--- src/design/tcc_pkg.sv ---
// ----------------------------------------------------------------------------
// tcc_pkg: shared definitions for the text console cursor
// Screen geometry, character codes and the draw command record.
// ----------------------------------------------------------------------------
package tcc_pkg;

   // screen geometry in character cells
   localparam int unsigned COLUMNS = 76;
   localparam int unsigned ROWS    = 26;

   // cursor and payload widths
   localparam int unsigned COL_W    = 7;
   localparam int unsigned ROW_W    = 5;
   localparam int unsigned CHAR_W   = 8;
   localparam int unsigned X_W      = 10;
   localparam int unsigned Y_W      = 8;
   localparam int unsigned COLOUR_W = 32;

   // character codes
   localparam logic [CHAR_W-1:0] CHAR_END     = 8'h00;
   localparam logic [CHAR_W-1:0] CHAR_NEWLINE = 8'h0A;
   localparam logic [CHAR_W-1:0] CHAR_SPACE   = 8'h20;
   localparam logic [CHAR_W-1:0] CHAR_TILDE   = 8'h7E;
   localparam logic [CHAR_W-1:0] CHAR_LOWER_C = 8'h63;
   localparam logic [CHAR_W-1:0] CHAR_UPPER_C = 8'h43;

   // ascii zero, subtracted from each colour digit
   localparam logic [COLOUR_W-1:0] DIGIT_BASE = 32'h0000_0030;

   // pixel offset of cell zero
   localparam logic [X_W-1:0] X_OFFSET = 10'd16;
   localparam logic [Y_W-1:0] Y_OFFSET = 8'd16;

   // colour digit field positions
   localparam int unsigned SHIFT_D1 = 5;
   localparam int unsigned SHIFT_D2 = 13;
   localparam int unsigned SHIFT_D3 = 21;

   // one glyph draw command
   typedef struct packed {
      logic [X_W-1:0]      x_pixel;
      logic [Y_W-1:0]      y_pixel;
      logic [CHAR_W-1:0]   glyph;
      logic [COLOUR_W-1:0] colour;
   } draw_type;

endpackage

--- src/design/text_console_cursor.sv ---
// ----------------------------------------------------------------------------
// text_console_cursor: character stream front end of a text overlay
// Tracks the cursor and colour escapes and issues one glyph draw command
// for each printable character while the screen has room.
// ----------------------------------------------------------------------------
//
//  channel | ports                                   | direction
//  --------+-----------------------------------------+----------
//  req     | req_valid, req_stall, req_character     | in
//  rsp     | rsp_valid, rsp_stall, rsp_x_pixel,      | out
//          | rsp_y_pixel, rsp_glyph, rsp_colour      |
//
// One character per cycle while req_stall is low. A character is decoded
// against the cursor and escape registers in the cycle it transfers; a draw
// command is registered in the result or skid register and leaves on rsp.
// A skid register behind the result register keeps req open while one result
// waits; req_stall comes straight from the skid register's valid bit.
// Reset clears cursor, colour, escape phase and both result valid bits.
//
module text_console_cursor
   import tcc_pkg::*;
(
   input  logic                clock,
   input  logic                reset,

   input  logic                req_valid,
   output logic                req_stall,
   input  logic [CHAR_W-1:0]   req_character,

   output logic                rsp_valid,
   input  logic                rsp_stall,
   output logic [X_W-1:0]      rsp_x_pixel,
   output logic [Y_W-1:0]      rsp_y_pixel,
   output logic [CHAR_W-1:0]   rsp_glyph,
   output logic [COLOUR_W-1:0] rsp_colour
);

   typedef enum logic [2:0] {
      PH_NORMAL,
      PH_TILDE,
      PH_D1,
      PH_D2,
      PH_D3
   } phase_type;

   phase_type           phase_ff, phase_in;
   logic [COL_W-1:0]    col_ff, col_in;
   logic [ROW_W-1:0]    row_ff, row_in;
   logic [COLOUR_W-1:0] colour_ff, colour_in;
   logic [CHAR_W-1:0]   first_digit_ff, first_digit_in;
   logic [CHAR_W-1:0]   second_digit_ff, second_digit_in;

   logic                out_valid_ff, out_valid_in;
   draw_type            out_ff, out_in;
   logic                skid_valid_ff, skid_valid_in;
   draw_type            skid_ff, skid_in;

   logic                accept;
   logic                take;
   logic                draw_valid;
   draw_type            draw;
   logic [COL_W:0]      col_plus;
   logic                col_wrap;
   logic [ROW_W-1:0]    row_plus;
   logic [COLOUR_W-1:0] field_d1;
   logic [COLOUR_W-1:0] field_d2;
   logic [COLOUR_W-1:0] field_d3;

   // handshakes
   assign accept    = req_valid && !req_stall;
   assign take      = out_valid_ff && !rsp_stall;
   assign req_stall = skid_valid_ff;

   // cursor advance
   assign col_plus = {1'b0, col_ff} + {{COL_W{1'b0}}, 1'b1};
   assign col_wrap = (32'(col_plus) >= COLUMNS);
   assign row_plus = row_ff + {{(ROW_W-1){1'b0}}, 1'b1};

   // colour digit fields, two's complement wrap
   assign field_d1 = ({{(COLOUR_W-CHAR_W){1'b0}}, first_digit_ff} - DIGIT_BASE) << SHIFT_D1;
   assign field_d2 = ({{(COLOUR_W-CHAR_W){1'b0}}, second_digit_ff} - DIGIT_BASE) << SHIFT_D2;
   assign field_d3 = ({{(COLOUR_W-CHAR_W){1'b0}}, req_character} - DIGIT_BASE) << SHIFT_D3;

   // draw command for the current cursor
   always_comb begin
      draw.x_pixel = {col_ff, 3'b000} + X_OFFSET;
      draw.y_pixel = {row_ff, 3'b000} + Y_OFFSET;
      draw.glyph   = req_character;
      draw.colour  = colour_ff;
   end

   // character decode and escape sequencing
   always_comb begin
      phase_in        = phase_ff;
      col_in          = col_ff;
      row_in          = row_ff;
      colour_in       = colour_ff;
      first_digit_in  = first_digit_ff;
      second_digit_in = second_digit_ff;
      draw_valid      = 1'b0;
      if (accept) begin
         if (req_character == CHAR_END) begin
            phase_in = PH_NORMAL;
         end else begin
            unique case (phase_ff)
               PH_TILDE: begin
                  phase_in = (req_character == CHAR_LOWER_C ||
                              req_character == CHAR_UPPER_C) ? PH_D1 : PH_NORMAL;
               end
               PH_D1: begin
                  first_digit_in = req_character;
                  phase_in       = PH_D2;
               end
               PH_D2: begin
                  second_digit_in = req_character;
                  phase_in        = PH_D3;
               end
               PH_D3: begin
                  colour_in = field_d1 | field_d2 | field_d3;
                  phase_in  = PH_NORMAL;
               end
               default: begin
                  phase_in = PH_NORMAL;
                  if (32'(row_ff) < ROWS) begin
                     if (req_character == CHAR_NEWLINE) begin
                        col_in = '0;
                        row_in = row_plus;
                     end else if (req_character == CHAR_TILDE) begin
                        phase_in = PH_TILDE;
                     end else begin
                        // printable draws, then space and printable advance
                        draw_valid = (req_character != CHAR_SPACE);
                        if (col_wrap) begin
                           col_in = '0;
                           row_in = row_plus;
                        end else begin
                           col_in = col_plus[COL_W-1:0];
                        end
                     end
                  end
               end
            endcase
         end
      end
   end

   // result register and skid register
   always_comb begin
      out_valid_in  = out_valid_ff;
      out_in        = out_ff;
      skid_valid_in = skid_valid_ff;
      skid_in       = skid_ff;
      if (skid_valid_ff) begin
         if (take) begin
            out_in        = skid_ff;
            skid_valid_in = 1'b0;
         end
      end else if (draw_valid) begin
         if (!out_valid_ff || take) begin
            out_in       = draw;
            out_valid_in = 1'b1;
         end else begin
            skid_in       = draw;
            skid_valid_in = 1'b1;
         end
      end else if (take) begin
         out_valid_in = 1'b0;
      end
   end

   // state and result registers
   always_ff @(posedge clock) begin
      first_digit_ff  <= first_digit_in;
      second_digit_ff <= second_digit_in;
      out_ff          <= out_in;
      skid_ff         <= skid_in;
      if (reset) begin
         phase_ff      <= PH_NORMAL;
         col_ff        <= '0;
         row_ff        <= '0;
         colour_ff     <= '0;
         out_valid_ff  <= 1'b0;
         skid_valid_ff <= 1'b0;
      end else begin
         phase_ff      <= phase_in;
         col_ff        <= col_in;
         row_ff        <= row_in;
         colour_ff     <= colour_in;
         out_valid_ff  <= out_valid_in;
         skid_valid_ff <= skid_valid_in;
      end
   end

   // result transfer
   assign rsp_valid   = out_valid_ff;
   assign rsp_x_pixel = out_ff.x_pixel;
   assign rsp_y_pixel = out_ff.y_pixel;
   assign rsp_glyph   = out_ff.glyph;
   assign rsp_colour  = out_ff.colour;

endmodule

--- config.mk ---
export PLATFORM = sky130hd
export DESIGN_NAME = text_console_cursor
export DESIGN_NICKNAME = d
export VERILOG_FILES = /design/src/design/tcc_pkg.sv /design/src/design/text_console_cursor.sv
export SDC_FILE = /design/constraint.sdc
export NUM_CORES = 1
export LEC_CHECK = 0
export BUFFER_PORTS_ARGS = -buffer_cell sky130_fd_sc_hd__buf_2
export CAP_MARGIN = 0
export CELL_PAD_IN_SITES_DETAIL_PLACEMENT = 1
export CELL_PAD_IN_SITES_GLOBAL_PLACEMENT = 1
export CORE_MARGIN = 3
export CORE_UTILIZATION = 45
export DETAILED_ROUTE_END_ITERATION = 8
export PLACE_DENSITY = 0.85
export SLEW_MARGIN = 5
export SYNTH_ARGS = -nofsm -noshare
export SYNTH_HDL_FRONTEND = slang
export SYNTH_SLANG_ARGS = --single-unit
--- constraint.sdc ---
create_clock -name clock -period 5.35 [get_ports clock]
set_clock_uncertainty 0.15 [all_clocks]
set_input_delay 0.8025 -clock clock [delete_from_list [all_inputs] [get_ports clock]]
set_output_delay 0.8025 -clock clock [all_outputs]
set_load 0.02 [all_outputs]
# Word level (Yosys, flattened, before mapping)
# Index checks and enable logic that the tools add are counted.
# Widths: inputs -> output; s select.
# totals
register_bits	181
latchBits	0
ram_bits	0
rom_bits	0
in_bits	12
out_inout_bits	60
wordCells	93
memories	0
# op_classes
n_addsub	7
n_mul	0
n_div	0
order_cmp	2
n_eq_ne	12
shift	0
mux	29
bitwise	6
reduce_logical	21
# ops
op	n
$mux 58	4
$or 32x32->32	2
$sub 8x6->9 const B	3
$eq 8x7->1 const B	3
$mux 7	3
$reduce_and 3->1	6
$mux 1	16
$mux 5	3
$pmux 3 s4	1
$add 10x5->10 const B	1
$add 7x1->8 const B	1
$add 8x5->8 const B	1
$eq 8x4->1 const B	1
$ge 8x7->1 const B	1
$logic_not 8->1	1
$ne 8x6->1 const B	1
$reduce_bool 2->1	4
$eq 3x2->1 const B	2
$reduce_and 6->1	1
$add 5x1->5 const B	1
$lt 5x5->1 const B	1
$reduce_and 5->1	1
$ne 2x1->1 const B	2
$not 1->1	4
9 further kinds	13

# Depth between registers and ports, before layout
# logic_depth
ltp_word	9
mapped_depth	8
mapped_depth_nobuf	7

# Worst setup path before layout
# OpenSTA, ideal clock, no wires.
# synth_timing
kind	input -> register
startpoint	input req_character[4]
endpoint	register out_ff (netlist bit rsp_colour[10]) (enable)
setup_time_ns	0.462
arrival_time_ns	4.091
required_time_ns	4.738
setup_slack_ns	0.647
stages	7
path_buffers	0
cell_sequence	inv_1 -> ha_1 -> a31oi_2 -> and4bb_2 -> o31a_1 -> a21oi_1 -> a21oi_1
# synth_via
elab_chain_len	9
word_cells_on_any_way	12
classes_between	3 x eq/ne; 6 x mux; 3 x reduce/logical
# synth_rtl
element	line_no	rtl
start: declaration	text_console_cursor.sv:28	input logic [CHAR_W-1:0] req_character,
$ne 8x6->1 or $eq 8x7->1 (tied branches)	text_console_cursor.sv:132, text_console_cursor.sv:128	
$mux 1	text_console_cursor.sv:128	end else if (req_character == CHAR_TILDE) begin
$mux 1	text_console_cursor.sv:125	if (req_character == CHAR_NEWLINE) begin
$mux 1	text_console_cursor.sv:124	if (32'(row_ff) < ROWS) begin
$mux 1	text_console_cursor.sv:105	unique case (phase_ff)
$mux 1 (*)	text_console_cursor.sv:102	if (req_character == CHAR_END) begin
$mux 1 (*)	text_console_cursor.sv:101	if (accept) begin
$reduce_bool 2->1 (no line) (*)	n/a	
$reduce_and 3->1 (no line) (*)	n/a	
end signal: assignment	text_console_cursor.sv:175	out_ff <= out_in;
end: declaration	text_console_cursor.sv:54	draw_type out_ff, out_in;
# Every way passes the cells marked *; elsewhere a longest branch is shown, timed or not.
# A chain may end at the register's enable or synchronous reset.

# Worst setup path in the final report
# layout_timing
startpoint	input req_character[4]
endpoint	register out_ff (netlist bit rsp_x_pixel[8]) (enable)
# The elaborated chain is that of the path after synthesis.

==> results.json <==
{
  "status": "completed",
  "cts_sinks": 148,
  "starting_density_of_the_core_pct": 46.7,
  "final-setup-viol-count": 0,
  "hp-class": "flop to flop",
  "hold_viol": 0,
  "design.final.nets": 504,
  "diodes": 0,
  "design_power_total_mw": 2.72,
  "clkSlewWorstSetupHoldPaths_ns": 0.06,
  "route.detailed.wl_per_inst_um": 21.5,
  "core_area_um2": 12800,
  "cts_tree": "yes",
  "chipHeight_um": 121,
  "cts_root_buffer": "clkbuf_16",
  "classification_of_the_worst_setup_path": "input pin to flop",
  "ctsLongestPathBuffers": 2,
  "floorplan.rows": 41,
  "area_delta_synth_final_pct": 16.7,
  "num_io_pins": 72,
  "drt-total-wl_um": 14300,
  "gp_routability_congestion": 0.807,
  "holdPathStages": 0,
  "start_kind": "input pin",
  "synth.distinct_cells": 50,
  "final.min_clock_period_ns": 3.52,
  "grt_first_pass_wirelength_um": 22500,
  "worst_r2r_startpoint": "phase_ff[0]$_SDFFE_PP0P_",
  "fmaxAchievable_ghz": 0.284,
  "p_int_mw": 2.10,
  "clkPwrFrac_pct": 45.7,
  "nFillCells": 1305,
  "fin_max_slew_vios": 0,
  "layout.cells.most_common": "edfxtp_1",
  "post_cts.resized_instances": 0,
  "htree_levels": 4,
  "hpwl_um": 8760,
  "drive_gt1_share_pct": 30.2,
  "clk-insertion-delay-late_ns": 0.42,
  "routed-via-count": 3743,
  "critPathMaxFanout": 26,
  "die_w_um": 121,
  "proportion_of_synthesized_flip_flops_having_asynchronous_set_or_reset_pct": 0,
  "power.net_switching_uw": 611,
  "power_leakage_nw": 2.50,
  "hold_path.startpoint": "colour_ff[10]$_SDFFE_PP0P_",
  "post_synth.cell_area_avg_um2": 14.2,
  "detail_route.drc_violations": 0,
  "detail_route.vias_per_cell": 5.63,
  "grt_remaining_overflow": 0,
  "vdd_ir_drop_max_v": 0.000274,
  "drt_pass1_iterations": 5,
  "synth-edff-count": 106,
  "timing_worst_slew_pin_value_ns": 1.25,
  "ys_seq_elements": 148,
  "antenna_left": 0,
  "final_critical_path_setup_slack_ns": 1.83,
  "ys_warn_count": 0,
  "sort_of_element_at_the_end_of_the_critical_path": "flop",
  "grt_max_degree": 54,
  "syn-instance-count": 421,
  "grt_pass1_vias": 3935,
  "share_comb_of_total_power_pct": 6.7,
  "ys_seq_area_share_pct": 67.2,
  "drt_iter0_drc": 261,
  "cp_data_arrival_time_ns": 3.45,
  "portBuffers": 60,
  "hold_bufs_inserted_after_cts": 0,
  "rsz_0062_raised_after_global_routing": "no",
  "power.switching_fraction_pct": 22.5,
  "min_to": "skid_ff[10]$_DFFE_PP_",
  "dp_slack_ns": 1.44,
  "floorplan.die_area_um2": 14700,
  "worst-endpoint-required_ns": 5.28,
  "synthesis.area_um2": 5990,
  "stdcell_area_um2": 6990,
  "cts_buffers": 17,
  "grt_util_all_layers_pct": 20.2,
  "worstReg2RegEnd": "rsp_x_pixel[8]$_DFFE_PP_",
  "place_area_um2": 6380,
  "seq_power_share_pct": 47.6,
  "power_density_nw_per_um2": 388,
  "tns_ns": 0,
  "most_frequent_cells_in_the_layout": "106 x edfxtp_1, 60 x buf_2, 42 x mux2_2, 41 x dfxtp_1",
  "r2r_cells": 7,
  "post_synth_top_flop": "edfxtp_1",
  "utilization_pct": 54.5,
  "maxCapViolations": 0,
  "antenna_violations_before_repair": 0,
  "relative_slew_slack_pct": 16.4,
  "post-cts-setup-buffer-count": 0,
  "r2r_slack_ns": 2.26,
  "final_min_period_over_clock_period_pct": 65.8
}
-- how the worst max path moves through the flow --
stage,from,end,depth (start not counted)
floorplan,req_character[4],rsp_colour[10]$_DFFE_PP_,7
global placement,req_character[4],rsp_y_pixel[3]$_DFFE_PP_,9
detailed placement,req_character[4],rsp_y_pixel[6]$_DFFE_PP_,9
CTS,req_character[4],rsp_x_pixel[8]$_DFFE_PP_,9
global route,req_character[4],rsp_x_pixel[8]$_DFFE_PP_,9
finish,req_character[4],rsp_x_pixel[8]$_DFFE_PP_,9
-- cell usage after synthesis (6+ instances only) --
cell type / number / area share [%]
edfxtp_1: 106 / 53
dfxtp_1: 42 / 14
mux2_2: 42 / 7.9
nand2_1: 22 / 1.4
nor2_1: 22 / 1.4
nor3_1: 21 / 1.8
a21oi_1: 20 / 1.7
buf_4: 16 / 2.0
xnor2_1: 14 / 2.0
ha_1: 11 / 2.3
nand3_1: 10 / 0.84
clkbuf_1: 9 / 0.56
inv_1: 7 / 0.44
o221a_2: 7 / 1.3
o21ai_0: 6 / 0.50
-- metrics by stage --
stage	hold WS, ns	instances
2_1_floorplan	0.276	431
3_3_place_gp	0.297	634
3_5_place_dp	0.305	634
4_1_cts	0.320	665
5_1_grt	0.336	665
6_report	0.316	665
-- cells by family (layout without fill, tap and decap cells) --
logic type | after synthesis | count (layout) | synth area share [%]
AO/OA/AOI/OAI | 57 | 57 | 7.08
XOR/XNOR | 19 | 19 | 2.78
adder cells (fa/ha/maj) | 11 | 11 | 2.30
buffers and inverters | 40 | 102 | 3.82
flip-flops | 148 | 148 | 67.2
multiplexers | 43 | 43 | 8.06
other | 1 | 11 | 0.0626
AND/OR/NAND/NOR | 102 | 102 | 8.75
-- worst max-delay path: stages --
cell and delay [ns]:
buf_2 0.16, inv_1 0.13, ha_1 0.26, a31oi_2 0.32, and4bb_2 0.36, o31a_1 0.23, a21oi_1 0.09, a21oi_4 0.60
buf_4 0.46
-- sequential cells by signal, summed over array words and instances (netlist names) --
name,count
first_digit_ff,8
rsp_colour,25
rsp_y_pixel,5
second_digit_ff,8
rsp_x_pixel,7
row_ff,5
skid_ff,45
rsp_glyph,8
rsp_valid,1
req_stall,1
col_ff,7
colour_ff,25
phase_ff,3
-- cell type report --
class,count,area [µm²],share of cell area [%]
inverter,8,30.0,0.429
clock inverter,14,185,2.65
clock buffer,17,425,6.08
sequential,148,4030,57.6
tap,172,215,3.08
timing repair buffer,63,323,4.62
multi-input combinational,243,1790,25.6
-- power groups by stage --
stage               Combinational, mW  Sequential (mW)  Clock (mW)
floorplan                      0.0824             1.35           0
global route                    0.193             1.30        1.31
finish                          0.181             1.29        1.24
global placement                0.171             1.31           0
CTS                             0.183             1.29        1.26
detailed placement              0.180             1.32           0
-- routing by layer --
layer	GRT usage [%]	wire length, µm
met5	0	0
met4	6.79	262
met3	5.17	764
met2	33.9	7420
met1	25.6	5880
Power figures use the tool's default switching activity.
